File: src/rtl/core/ipsfe_pkg.sv
package ipsfe_pkg;

   // frame geometry
   localparam int FRAME_LEN = 54;
   localparam int IDX_W     = $clog2(FRAME_LEN + 1);
   localparam int ADDR_W    = $clog2(FRAME_LEN);
   localparam int NUM_WORDS = 10;
   localparam int WIDX_W    = $clog2(NUM_WORDS);
   localparam int END_W     = ((IDX_W > 8) ? IDX_W : 8) + 2;

   // header and record codes
   localparam logic [7:0] SYNC_BYTE  = 8'ha5;
   localparam logic [7:0] CLASS_BYTE = 8'ha2;
   localparam logic [7:0] LEN_BYTE   = 8'((FRAME_LEN - 6) & 255);
   localparam logic [7:0] ID_ACCEL   = 8'h81;
   localparam logic [7:0] ID_GYRO    = 8'h82;
   localparam logic [7:0] ID_MAG     = 8'h83;
   localparam logic [7:0] ID_TEMP    = 8'h87;
   localparam logic [7:0] LEN_VEC3   = 8'h0c;
   localparam logic [7:0] LEN_SCALAR = 8'h04;

   // word slots
   localparam logic [WIDX_W-1:0] SLOT_ACCEL = WIDX_W'(0);
   localparam logic [WIDX_W-1:0] SLOT_GYRO  = WIDX_W'(3);
   localparam logic [WIDX_W-1:0] SLOT_MAG   = WIDX_W'(6);
   localparam logic [WIDX_W-1:0] SLOT_TEMP  = WIDX_W'(9);

   typedef enum logic [1:0] {
      PH_HDR,
      PH_SUM,
      PH_WALK
   } phase_type;

   typedef struct packed {
      logic      write;
      logic      start;
      logic      run;
      logic      slide;
      logic      emit;
      phase_type phase;
   } cmd_type;

   typedef struct packed {
      logic last_byte;
      logic done;
      logic hdr_ok;
      logic sum_ok;
      logic out_free;
   } status_type;

endpackage

File: src/rtl/core/imu_packet_sync_and_field_extract.sv
// Frame sync for a 54-byte inertial packet (A5 A5 A2 30 header, 8-bit
// Fletcher check bytes at the end). One received byte is taken per beat
// while the block is idle. When the window fills, the header is read back
// from the window memory; a miss slides the window by one byte and nothing
// is returned. A header hit runs the checksum pass and, if good, a second
// pass that walks the descriptor records, then one result beat carries the
// status and the latest ten raw words. Both passes read the window one byte
// per cycle through the single memory read port. The result sits in an
// output register, so further bytes are taken while it waits; a new result
// waits only while the previous one is still held.
module imu_packet_sync_and_field_extract
   import ipsfe_pkg::*;
(
   input  logic        clock,
   input  logic        reset,
   input  logic        req_valid,
   output logic        req_stall,
   input  logic [7:0]  req_rx_byte,
   output logic        rsp_valid,
   input  logic        rsp_stall,
   output logic        rsp_frame_status,
   output logic [31:0] rsp_accel_x_word,
   output logic [31:0] rsp_accel_y_word,
   output logic [31:0] rsp_accel_z_word,
   output logic [31:0] rsp_gyro_x_word,
   output logic [31:0] rsp_gyro_y_word,
   output logic [31:0] rsp_gyro_z_word,
   output logic [31:0] rsp_mag_x_word,
   output logic [31:0] rsp_mag_y_word,
   output logic [31:0] rsp_mag_z_word,
   output logic [31:0] rsp_temp_word
);

   cmd_type     cmd;
   status_type  status;
   logic [31:0] words [NUM_WORDS];

   ipsfe_ctrl u_ctrl (
      .clock     (clock),
      .reset     (reset),
      .req_valid (req_valid),
      .req_stall (req_stall),
      .status    (status),
      .cmd       (cmd)
   );

   ipsfe_datapath u_datapath (
      .clock            (clock),
      .reset            (reset),
      .cmd              (cmd),
      .status           (status),
      .req_rx_byte      (req_rx_byte),
      .rsp_stall        (rsp_stall),
      .rsp_valid        (rsp_valid),
      .rsp_frame_status (rsp_frame_status),
      .rsp_words        (words)
   );

   assign rsp_accel_x_word = words[0];
   assign rsp_accel_y_word = words[1];
   assign rsp_accel_z_word = words[2];
   assign rsp_gyro_x_word  = words[3];
   assign rsp_gyro_y_word  = words[4];
   assign rsp_gyro_z_word  = words[5];
   assign rsp_mag_x_word   = words[6];
   assign rsp_mag_y_word   = words[7];
   assign rsp_mag_z_word   = words[8];
   assign rsp_temp_word    = words[9];

endmodule

File: src/rtl/core/ipsfe_ram.sv
module ipsfe_ram #(
   parameter int WIDTH = 8,
   parameter int DEPTH = 64
) (
   input  logic                     clock,
   input  logic                     wr_en,
   input  logic [$clog2(DEPTH)-1:0] wr_addr,
   input  logic [WIDTH-1:0]         wr_data,
   input  logic [$clog2(DEPTH)-1:0] rd_addr,
   output logic [WIDTH-1:0]         rd_data
);

   logic [WIDTH-1:0] mem_ff [DEPTH];
   logic [WIDTH-1:0] rd_data_ff;

   // write port and registered read port
   always_ff @(posedge clock) begin
      if (wr_en) begin
         mem_ff[wr_addr] <= wr_data;
      end
      rd_data_ff <= mem_ff[rd_addr];
   end

   assign rd_data = rd_data_ff;

endmodule

File: src/rtl/core/ipsfe_datapath.sv
module ipsfe_datapath
   import ipsfe_pkg::*;
(
   input  logic        clock,
   input  logic        reset,
   input  cmd_type     cmd,
   output status_type  status,
   input  logic [7:0]  req_rx_byte,
   input  logic        rsp_stall,
   output logic        rsp_valid,
   output logic        rsp_frame_status,
   output logic [31:0] rsp_words [NUM_WORDS]
);

   typedef enum logic [1:0] {
      W_ID,
      W_LEN,
      W_DATA,
      W_STOP
   } walk_type;

   logic [ADDR_W-1:0] base_ff, base_in;
   logic [IDX_W-1:0]  fill_ff, fill_in;
   logic [IDX_W-1:0]  rd_off_ff, rd_off_in;
   logic [IDX_W-1:0]  data_off_ff, data_off_in;
   logic              data_vld_ff, data_vld_in;
   logic              hdr_ok_ff, hdr_ok_in;
   logic              sum_ok_ff, sum_ok_in;
   logic [7:0]        s1_ff, s1_in;
   logic [7:0]        s2_ff, s2_in;
   walk_type          walk_ff, walk_in;
   logic [7:0]        id_ff, id_in;
   logic [7:0]        rem_ff, rem_in;
   logic [3:0]        j_ff, j_in;
   logic [23:0]       acc_ff, acc_in;
   logic              cap_ff, cap_in;
   logic [WIDX_W-1:0] slot_ff, slot_in;
   logic [31:0]       words_ff [NUM_WORDS];
   logic              word_we;
   logic [WIDX_W-1:0] word_idx;
   logic              rsp_valid_ff, rsp_valid_in;
   logic              rsp_status_ff;
   logic [31:0]       rsp_words_ff [NUM_WORDS];

   logic [IDX_W-1:0]  first_off, last_off, ram_off;
   logic [IDX_W:0]    addr_sum, addr_wrap;
   logic [ADDR_W-1:0] ram_waddr, ram_raddr;
   logic [7:0]        rd_byte, hdr_exp;
   logic              issue;
   logic [END_W-1:0]  rec_end;
   logic [IDX_W:0]    base_next;

   ipsfe_ram #(
      .WIDTH (8),
      .DEPTH (FRAME_LEN)
   ) u_window (
      .clock   (clock),
      .wr_en   (cmd.write),
      .wr_addr (ram_waddr),
      .wr_data (req_rx_byte),
      .rd_addr (ram_raddr),
      .rd_data (rd_byte)
   );

   // phase offset range
   always_comb begin
      case (cmd.phase)
         PH_HDR: begin
            first_off = '0;
            last_off  = IDX_W'(4);
         end
         PH_SUM: begin
            first_off = '0;
            last_off  = IDX_W'(FRAME_LEN);
         end
         PH_WALK: begin
            first_off = IDX_W'(4);
            last_off  = IDX_W'(FRAME_LEN - 2);
         end
         default: begin
            first_off = '0;
            last_off  = '0;
         end
      endcase
   end

   // map window offset onto the circular buffer
   assign issue     = cmd.run && (rd_off_ff != last_off);
   assign ram_off   = cmd.write ? fill_ff : rd_off_ff;
   assign addr_sum  = {1'b0, IDX_W'(base_ff)} + {1'b0, ram_off};
   assign addr_wrap = (addr_sum >= (IDX_W + 1)'(FRAME_LEN)) ?
                      addr_sum - (IDX_W + 1)'(FRAME_LEN) : addr_sum;
   assign ram_waddr = addr_wrap[ADDR_W-1:0];
   assign ram_raddr = addr_wrap[ADDR_W-1:0];
   assign base_next = {1'b0, IDX_W'(base_ff)} + (IDX_W + 1)'(1);

   assign rec_end = END_W'(data_off_ff) + END_W'(1) + END_W'(rd_byte);

   always_comb begin
      case (data_off_ff[1:0])
         2'd0:    hdr_exp = SYNC_BYTE;
         2'd1:    hdr_exp = SYNC_BYTE;
         2'd2:    hdr_exp = CLASS_BYTE;
         default: hdr_exp = LEN_BYTE;
      endcase
   end

   // window bookkeeping, read stream and per-phase byte processing
   always_comb begin
      base_in     = base_ff;
      fill_in     = fill_ff;
      rd_off_in   = rd_off_ff;
      data_off_in = rd_off_ff;
      data_vld_in = issue;
      hdr_ok_in   = hdr_ok_ff;
      sum_ok_in   = sum_ok_ff;
      s1_in       = s1_ff;
      s2_in       = s2_ff;
      walk_in     = walk_ff;
      id_in       = id_ff;
      rem_in      = rem_ff;
      j_in        = j_ff;
      acc_in      = acc_ff;
      cap_in      = cap_ff;
      slot_in     = slot_ff;
      word_we     = 1'b0;
      word_idx    = slot_ff + WIDX_W'(j_ff[3:2]);

      if (cmd.write) begin
         fill_in = fill_ff + IDX_W'(1);
      end
      if (cmd.slide) begin
         base_in = (base_next == (IDX_W + 1)'(FRAME_LEN)) ? '0 : base_next[ADDR_W-1:0];
         fill_in = IDX_W'(FRAME_LEN - 1);
      end
      if (cmd.emit) begin
         fill_in = '0;
      end

      if (cmd.start) begin
         rd_off_in   = first_off;
         data_vld_in = 1'b0;
         hdr_ok_in   = 1'b1;
         sum_ok_in   = 1'b1;
         s1_in       = '0;
         s2_in       = '0;
         walk_in     = W_ID;
      end else begin
         if (issue) begin
            rd_off_in = rd_off_ff + IDX_W'(1);
         end
         if (data_vld_ff) begin
            case (cmd.phase)
               PH_HDR: begin
                  if (rd_byte != hdr_exp) begin
                     hdr_ok_in = 1'b0;
                  end
               end
               PH_SUM: begin
                  if (data_off_ff < IDX_W'(FRAME_LEN - 2)) begin
                     s1_in = s1_ff + rd_byte;
                     s2_in = s2_ff + s1_ff + rd_byte;
                  end else if (data_off_ff == IDX_W'(FRAME_LEN - 2)) begin
                     if (rd_byte != s1_ff) begin
                        sum_ok_in = 1'b0;
                     end
                  end else if (rd_byte != s2_ff) begin
                     sum_ok_in = 1'b0;
                  end
               end
               PH_WALK: begin
                  case (walk_ff)
                     W_ID: begin
                        id_in   = rd_byte;
                        walk_in = W_LEN;
                     end
                     W_LEN: begin
                        rem_in = rd_byte;
                        j_in   = '0;
                        cap_in = 1'b0;
                        slot_in = SLOT_TEMP;
                        if (rd_byte == LEN_VEC3) begin
                           if (id_ff == ID_ACCEL) begin
                              cap_in  = 1'b1;
                              slot_in = SLOT_ACCEL;
                           end else if (id_ff == ID_GYRO) begin
                              cap_in  = 1'b1;
                              slot_in = SLOT_GYRO;
                           end else if (id_ff == ID_MAG) begin
                              cap_in  = 1'b1;
                              slot_in = SLOT_MAG;
                           end
                        end else if (rd_byte == LEN_SCALAR && id_ff == ID_TEMP) begin
                           cap_in = 1'b1;
                        end
                        if (rec_end > END_W'(FRAME_LEN - 2)) begin
                           walk_in = W_STOP;
                        end else if (rd_byte == 8'd0) begin
                           walk_in = W_ID;
                        end else begin
                           walk_in = W_DATA;
                        end
                     end
                     W_DATA: begin
                        acc_in = {acc_ff[15:0], rd_byte};
                        j_in   = j_ff + 4'd1;
                        rem_in = rem_ff - 8'd1;
                        if (cap_ff && (j_ff[1:0] == 2'd3)) begin
                           word_we = 1'b1;
                        end
                        if (rem_ff == 8'd1) begin
                           walk_in = W_ID;
                        end
                     end
                     default: begin
                        walk_in = W_STOP;
                     end
                  endcase
               end
               default: begin
                  hdr_ok_in = hdr_ok_ff;
               end
            endcase
         end
      end

      rsp_valid_in = rsp_valid_ff;
      if (cmd.emit) begin
         rsp_valid_in = 1'b1;
      end else if (!rsp_stall) begin
         rsp_valid_in = 1'b0;
      end
   end

   // control registers
   always_ff @(posedge clock) begin
      if (reset) begin
         base_ff      <= '0;
         fill_ff      <= '0;
         rd_off_ff    <= '0;
         data_vld_ff  <= 1'b0;
         walk_ff      <= W_STOP;
         rsp_valid_ff <= 1'b0;
      end else begin
         base_ff      <= base_in;
         fill_ff      <= fill_in;
         rd_off_ff    <= rd_off_in;
         data_vld_ff  <= data_vld_in;
         walk_ff      <= walk_in;
         rsp_valid_ff <= rsp_valid_in;
      end
   end

   // payload registers
   always_ff @(posedge clock) begin
      data_off_ff <= data_off_in;
      hdr_ok_ff   <= hdr_ok_in;
      sum_ok_ff   <= sum_ok_in;
      s1_ff       <= s1_in;
      s2_ff       <= s2_in;
      id_ff       <= id_in;
      rem_ff      <= rem_in;
      j_ff        <= j_in;
      acc_ff      <= acc_in;
      cap_ff      <= cap_in;
      slot_ff     <= slot_in;
   end

   // latest words, cleared at reset
   always_ff @(posedge clock) begin
      if (reset) begin
         for (int k = 0; k < NUM_WORDS; k++) begin
            words_ff[k] <= '0;
         end
      end else if (word_we) begin
         words_ff[word_idx] <= {acc_ff, rd_byte};
      end
   end

   // result register
   always_ff @(posedge clock) begin
      if (cmd.emit) begin
         rsp_status_ff <= !sum_ok_ff;
         for (int k = 0; k < NUM_WORDS; k++) begin
            rsp_words_ff[k] <= words_ff[k];
         end
      end
   end

   assign status.last_byte = (fill_ff == IDX_W'(FRAME_LEN - 1));
   assign status.done      = cmd.run && (rd_off_ff == last_off) && !data_vld_ff;
   assign status.hdr_ok    = hdr_ok_ff;
   assign status.sum_ok    = sum_ok_ff;
   assign status.out_free  = !rsp_valid_ff || !rsp_stall;

   assign rsp_valid        = rsp_valid_ff;
   assign rsp_frame_status = rsp_status_ff;
   assign rsp_words        = rsp_words_ff;

endmodule

File: src/rtl/core/ipsfe_ctrl.sv
module ipsfe_ctrl
   import ipsfe_pkg::*;
(
   input  logic       clock,
   input  logic       reset,
   input  logic       req_valid,
   output logic       req_stall,
   input  status_type status,
   output cmd_type    cmd
);

   typedef enum logic [2:0] {
      S_IDLE,
      S_HDR_GO,
      S_HDR_RUN,
      S_SUM_GO,
      S_SUM_RUN,
      S_WALK_GO,
      S_WALK_RUN,
      S_EMIT
   } state_type;

   state_type state_ff, state_in;
   logic      accept;

   assign req_stall = (state_ff != S_IDLE);
   assign accept    = req_valid && !req_stall;

   // next state
   always_comb begin
      state_in = state_ff;
      case (state_ff)
         S_IDLE: begin
            if (accept && status.last_byte) begin
               state_in = S_HDR_GO;
            end
         end
         S_HDR_GO:  state_in = S_HDR_RUN;
         S_HDR_RUN: begin
            if (status.done) begin
               state_in = status.hdr_ok ? S_SUM_GO : S_IDLE;
            end
         end
         S_SUM_GO:  state_in = S_SUM_RUN;
         S_SUM_RUN: begin
            if (status.done) begin
               state_in = status.sum_ok ? S_WALK_GO : S_EMIT;
            end
         end
         S_WALK_GO:  state_in = S_WALK_RUN;
         S_WALK_RUN: begin
            if (status.done) begin
               state_in = S_EMIT;
            end
         end
         S_EMIT: begin
            if (status.out_free) begin
               state_in = S_IDLE;
            end
         end
         default: state_in = S_IDLE;
      endcase
   end

   // commands to the datapath
   always_comb begin
      cmd.write = accept;
      cmd.start = (state_ff == S_HDR_GO) || (state_ff == S_SUM_GO) ||
                  (state_ff == S_WALK_GO);
      cmd.run   = (state_ff == S_HDR_RUN) || (state_ff == S_SUM_RUN) ||
                  (state_ff == S_WALK_RUN);
      cmd.slide = (state_ff == S_HDR_RUN) && status.done && !status.hdr_ok;
      cmd.emit  = (state_ff == S_EMIT) && status.out_free;
      case (state_ff)
         S_SUM_GO, S_SUM_RUN:   cmd.phase = PH_SUM;
         S_WALK_GO, S_WALK_RUN: cmd.phase = PH_WALK;
         default:               cmd.phase = PH_HDR;
      endcase
   end

   // hold state
   always_ff @(posedge clock) begin
      if (reset) begin
         state_ff <= S_IDLE;
      end else begin
         state_ff <= state_in;
      end
   end

endmodule

File: config.mk
export PLATFORM = sky130hd
export DESIGN_NAME = imu_packet_sync_and_field_extract
export DESIGN_NICKNAME = d
export VERILOG_FILES = /design/src/rtl/core/ipsfe_pkg.sv /design/src/rtl/core/imu_packet_sync_and_field_extract.sv /design/src/rtl/core/ipsfe_ram.sv /design/src/rtl/core/ipsfe_datapath.sv /design/src/rtl/core/ipsfe_ctrl.sv
export SDC_FILE = /design/constraint.sdc
export NUM_CORES = 1
export LEC_CHECK = 0
export ABC_CLOCK_PERIOD_IN_PS = 30900
export BUFFER_PORTS_ARGS = -buffer_cell sky130_fd_sc_hd__buf_2
export CAP_MARGIN = 20
export CORE_UTILIZATION = 55
export DETAILED_ROUTE_END_ITERATION = 7
export PLACE_DENSITY = 0.74
export SLEW_MARGIN = 0
export SYNTH_ARGS = -nofsm -noshare
export SYNTH_HDL_FRONTEND = slang
export SYNTH_SLANG_ARGS = --single-unit
File: constraint.sdc
create_clock -name clock -period 30.9 [get_ports clock]
set_input_delay 6.18 -clock clock [delete_from_list [all_inputs] [get_ports clock]]
set_output_delay 6.18 -clock clock [all_outputs]
set_load 0.02 [all_outputs]
# After elaboration in Yosys (flattened, before gate mapping)
# Memory sizes are Yosys's and may differ from the RTL's. A register that Yosys moved wholly into a read port is not among the register bits.
# Index checks and enable logic that the tools add are counted.
# op_classes
n_mux	56
eq_ne	37
n_addsub	13
n_lt_le_gt_ge	3
reduce_logical	51
bitwise	3
# ops
op	n
6-bit two-way mux	7
8-bit equality test, second input constant	4
32-bit two-way mux	1
8-bit case mux with 2 select lines	2
32-bit OR reduction	1
8-bit adder	3
8-bit inequality test	3
3-bit case mux with 8 select lines	1
1-bit two-way mux	23
3-bit two-way mux	6
6-bit case mux with 3 select lines	1
2-bit two-way mux	8
4-bit two-way mux	4
4-bit AND reduction	4
6-bit by 1-bit adder with 7-bit output, second input constant	2
6-bit by 1-bit adder with 6-bit output, second input constant	2
3-bit equality test, second input constant	4
6-bit equality test, second input constant	2
2-bit by 1-bit inequality test with 1-bit output, second input constant	6
2-bit nonzero test	6
2-bit OR reduction	6
10-bit by 8-bit adder with 10-bit output	1
10-bit by 6-bit greater-than comparator with 1-bit output, second input constant	1
1-bit logical AND	10
32 further kinds	55
# word_totals
mem_bits_rw	752
regBits	99
elab_cells	187
memories	2
# mem_list
name	depth	width	read_ports	rd_ports_with_merged_regs	write_ports	line	rtl
u_datapath.u_window.mem_ff	54	8	1	1	1	ipsfe_ram.sv:13	logic [WIDTH-1:0] mem_ff [DEPTH];
u_datapath.words_ff	10	32	10	10	10	ipsfe_datapath.sv:38	logic [31:0] words_ff [NUM_WORDS];

# Logic depth before layout (Yosys ltp)
# depth
word_depth	12
depth_mapped	25
ltp_nobuf	18

# Modules after synthesis
# A second synthesis with hierarchy kept.
# hier_totals
cells_unflattened	2509
hier_area_um2	43904.6
# modules_own_cells
module	area_each_um2	n_inst	cells_each	seq_area_each_um2
ipsfe_datapath	26371.5	1	1607	21640.8
ipsfe_ram	17255.3	1	864	13132.6
ipsfe_ctrl	277.8	1	38	60.1

# Worst setup path after synthesis
# No wires, ideal clock.
# synth_path
kind	input -> register
startpoint	input port rsp_stall
endpoint	register u_datapath.fill_ff[1]
setup_slack_ns	7.450
arrival_time_ns	23.288
cell_stages	4
n_path_buf	1
cell_sequence	a21oi_1 -> or2_2 -> clkbuf_1 -> a2111oi_0
# synth_via
elab_chain_cells	4
# synth_rtl
item	line	rtl
from (decl)	imu_packet_sync_and_field_extract.sv:20	input logic rsp_stall,
1-bit logical NOT	-	
1-bit logical OR	ipsfe_datapath.sv:294	assign status.out_free = !rsp_valid_ff || !rsp_stall;
1-bit logical AND	ipsfe_ctrl.sv:73	cmd.emit = (state_ff == S_EMIT) && status.out_free;
3-bit OR reduction (no source line)	-	
to (signal assigned)	ipsfe_datapath.sv:246	fill_ff <= fill_in;
to (decl)	ipsfe_datapath.sv:23	logic [IDX_W-1:0] fill_ff, fill_in;
# Every way passes these cells.
# A chain may end at the register's enable or synchronous reset.

# Worst setup path after layout
# layout_path
startpoint	input port req_valid
endpoint	register u_datapath.u_window.rd_data_ff[1], in the netlist u_datapath.u_window.rd_data[1], read port of u_datapath.u_window.mem_ff
# layout_via
elab_chain_cells	5
elab_cells_between_ends	6
cone_classes	add/sub (2); order compare (1); mux (2); reduce/logical (1)
# layout_rtl
item	line	rtl
from (decl)	imu_packet_sync_and_field_extract.sv:16	input logic req_valid,
1-bit logical AND *	ipsfe_ctrl.sv:27	assign accept = req_valid && !req_stall;
6-bit two-way mux *	ipsfe_datapath.sv:89	assign ram_off = cmd.write ? fill_ff : rd_off_ff;
6-bit by 6-bit adder with 7-bit output *	ipsfe_datapath.sv:90	assign addr_sum = {1'b0, IDX_W'(base_ff)} + {1'b0, ram_off};
6-bit subtractor / 7-bit by 6-bit greater-or-equal comparator with 1-bit output (equally long branches)	ipsfe_datapath.sv:92, ipsfe_datapath.sv:91	
6-bit two-way mux *	ipsfe_datapath.sv:91	assign addr_wrap = (addr_sum >= (IDX_W + 1)'(FRAME_LEN)) ?
to (decl)	ipsfe_ram.sv:14	logic [WIDTH-1:0] rd_data_ff;
# Mark *: on every way between the ends. The rest lies on a longest branch, timed or not.

==> flow_summary_export.csv <==
group,metric,value,unit
finish,layout-drive-gt1-share,19.9,%
sta,worst_pin_slew,1070,ps
clock_network,cts_setup_buffers,0,
finish,final_cell_mix,"edfxtp_1 (1122), nor2_1 (406), buf_2 (334), nand2_1 (244), clkbuf_16 (109)",
route,drc,0,
finish,top_regs,"u_datapath.u_window.mem_ff: 432 flops, u_datapath.words_ff: 320 flops",
die,fp.dieW,287,um
place,post-dp-hpwl,65.9,mm
logic_synthesis,ys.flop_type,"edfxtp_1",
logic_synthesis,synth_top_area_share,75.7,%
clock_network,clockBufferDepth,3,
finish,postLayoutCoreUtil,63.9,%
logic_synthesis,synth_nets,2817,
run_status,status,"finished clean",
route,first_pass_iters,6,
clock_network,cts.sinks,1179,
clock_network,cts_hold_buf,0,
critical_path,crit_path_end_kind,"register",
die,io_pins,335,
logic_synthesis,synth_edf_count,1122,
sta,setup_viol,0,
critical_path,r2r-start,"u_ctrl.state_ff[2]",
route,ant_nets,0,
critical_path,crit_top_cell,"buf_4",
route,via_per_inst,5.97,
clock_network,cts_htree_levels,3,
finish,top_register,"u_datapath.u_window.mem_ff",
place,place_congestion,0.908,
sta,min_period,12380,ps
critical_path,path_class,"in2reg",
finish,syn_to_final_growth,14.2,%
finish,antennaDiodeCount,0,
finish,seq_area,34800,um2
logic_synthesis,ys_ff_latch,1179,
critical_path,cpPeakStageDelay,880,ps
sta,finalCritPeriodShare,40.1,%
grt,grt_pass1_vias,24627,
grt,grt_max_degree,163,
sta,max_slew_margin,28.5,%
die,dieArea,82100,um2
sta,max_freq,0.0808,GHz
clock_network,numCtsBuffers,109,
power,leakage,17.2,nW
worst_hold_path,min-delay-start,"u_datapath.data_off_in[5]",
critical_path,path_max_fanout,79,
finish,mostFrequentLayoutCell,"edfxtp_1",
die,die_h,287,um
critical_path,crit_start,"req_valid",
critical_path,worstPathRequired,31440,ps
grt,grt-ovfl-total,0,
clock_network,root_buffer,"clkbuf_16",
logic_synthesis,synth_cell_types,84,
finish,layout.nets,3179,
place,io_buffers,334,
sta,slew_violations,0,
logic_synthesis,ys_warn_count,0,
logic_synthesis,syn_area,44500,um2
logic_synthesis,yosysSeqAreaShare,78.2,%
logic_synthesis,synthTopCellsByArea,"edfxtp_1 (76%), nor2_1 (3.4%), mux4_2 (3.3%)",
sta,setup_tns,0,ps
logic_synthesis,syn_area_per_cell,16.3,um2
critical_path,worst_path_max_delay_cell,"buf_4",
route,drt_iter0_markers,2844,
grt,antenna_found_initial,1,
clock_network,cts_tree,"built",
worst_hold_path,hold_path_class,"reg2reg",
critical_path,critPathLaunchType,"input port",
sta,finalHoldViolCount,0,
logic_synthesis,synthCells,2735,
sta,clock_skew,73.0,ps
logic_synthesis,synth_top_cell_by_area,"edfxtp_1",
finish,largest_reg_flops,432,
power,powerDensity,62.4,nW/um2
clock_network,cts-resized-gates,0,
finish,multi_input_area,8960,um2
critical_path,worstPathArrival,12930,ps
critical_path,worstPathCellList,"buf_2, and3_1, mux2_2, ha_4, fa_2, xnor2_1, inv_1, ha_1, nor4_2, o22a_2, o31a_1, buf_4, xnor2_4, buf_4, buf_4, mux4_2, a22oi_1, nand2_1, or3_1",
route,wire_per_inst,24.8,um
grt,grt_pass1_wl,154,mm
die,rows,103,
route,routed_wl,105,mm
power,vdd.ir_drop.worst,0.0768,mV
route,num_vias,25306,
sta,rsz0062_at_grt,"no",
finish,nFillCells,5276,
clock_network,clkTransAtPathRegs,60,ps
die,core,79500,um2
grt,grt_usage,25.4,%
logic_synthesis,synthArstFlopShare,0,%
critical_path,cp_top_family,"buffers and inverters",
clock_network,clk_latency,710,ps
critical_path,worst-path-buf-inv,5,
job,cap_violations,0,
die,initial_core_util,56.0,%
==> kinds of logic (layout without fill, tap and decap cells) <==
family	after synthesis	in the layout	synth area share (%)
flops	1179	1179	78.2
simple gates	893	893	8.83
compound gates	280	280	4.27
buf+inv	182	635	1.79
mux	85	85	3.76
fa+ha+maj	70	70	2.17
xor+xnor	46	46	0.947
==> layout make-up <==
cell class / instances / area share [%]
sequential: 1179 / 68.5
multi-input combinational: 1374 / 17.6
clock buffer: 137 / 5.61
timing repair buffer: 369 / 3.88
tap: 1050 / 2.58
clock inverter: 65 / 1.29
inverter: 64 / 0.473
==> worst paths after layout <==
path	slack, ps	cells past startpoint	end
max reg2reg	23190	19	u_datapath.u_window.rd_data[1]
min reg2reg	360	0	u_datapath.data_off_ff[5]
min	360	0	u_datapath.data_off_ff[5]
max	18520	19	u_datapath.u_window.rd_data[1]
==> power breakdown <==
group,internal [mW],switching [mW],leakage (nW)
clock,0.719,0.589,1.68
combinational,0.0268,0.0535,4.81
sequential,1.77,0.0162,10.7
total,2.52,0.658,17.2
==> layer usage <==
layer / vias up / share of wire (%) / GRT usage, %
met5: - / 0 / 0
met2: 1477 / 49 / 42.7
met3: 235 / 8.9 / 3.90
met4: 0 / 4.1 / 10.3
met1: 12596 / 38 / 33.4
li1: 10998 / - / -
==> worst reg2reg max path, stage by stage (launching register included) <==
cell     delay, ps
dfxtp_1        420
nor2_1         380
and3_1         740
mux2_2         450
ha_4           170
fa_2           360
xnor2_1        550
inv_1          170
ha_1           270
nor4_2         440
o22a_2         270
o31a_1         140
buf_4          420
xnor2_4        170
buf_4          410
buf_4          890
mux4_2         510
a22oi_1        270
nand2_1        150
or3_1          360
==> synthesized netlist by cell type, types with 14 or more instances <==
| cell type | count |
|---|---|
| nand2b_1 | 19 |
| buf_2 | 25 |
| nor2b_1 | 18 |
| nand2_1 | 244 |
| a31oi_1 | 32 |
| a21oi_1 | 77 |
| dfxtp_1 | 57 |
| xnor2_1 | 27 |
| clkbuf_1 | 73 |
| nand4_1 | 27 |
| mux4_2 | 65 |
| a311oi_1 | 14 |
| inv_1 | 64 |
| a22oi_1 | 22 |
| nand3_1 | 45 |
| nor3_1 | 46 |
| o21ai_0 | 34 |
| edfxtp_1 | 1122 |
| xor2_1 | 18 |
| nor2_1 | 408 |
| ha_1 | 58 |
==> per-stage QoR <==
stage | hold slack, ps | power (mW) | setup slack, ps | cell area (um2) | std cells
global placement | 402 | 1.90 | 18190 | 47300 | 4034
detailed placement | 405 | 1.90 | 18020 | 47300 | 4035
finish | 362 | 3.17 | 18520 | 50800 | 4238
floorplan | 384 | 1.86 | 7450 | 44500 | 2735
CTS | 352 | 3.18 | 18690 | 50800 | 4237
global route | 364 | 3.25 | 18180 | 50800 | 4238
Power figures use the tool's default switching activity.
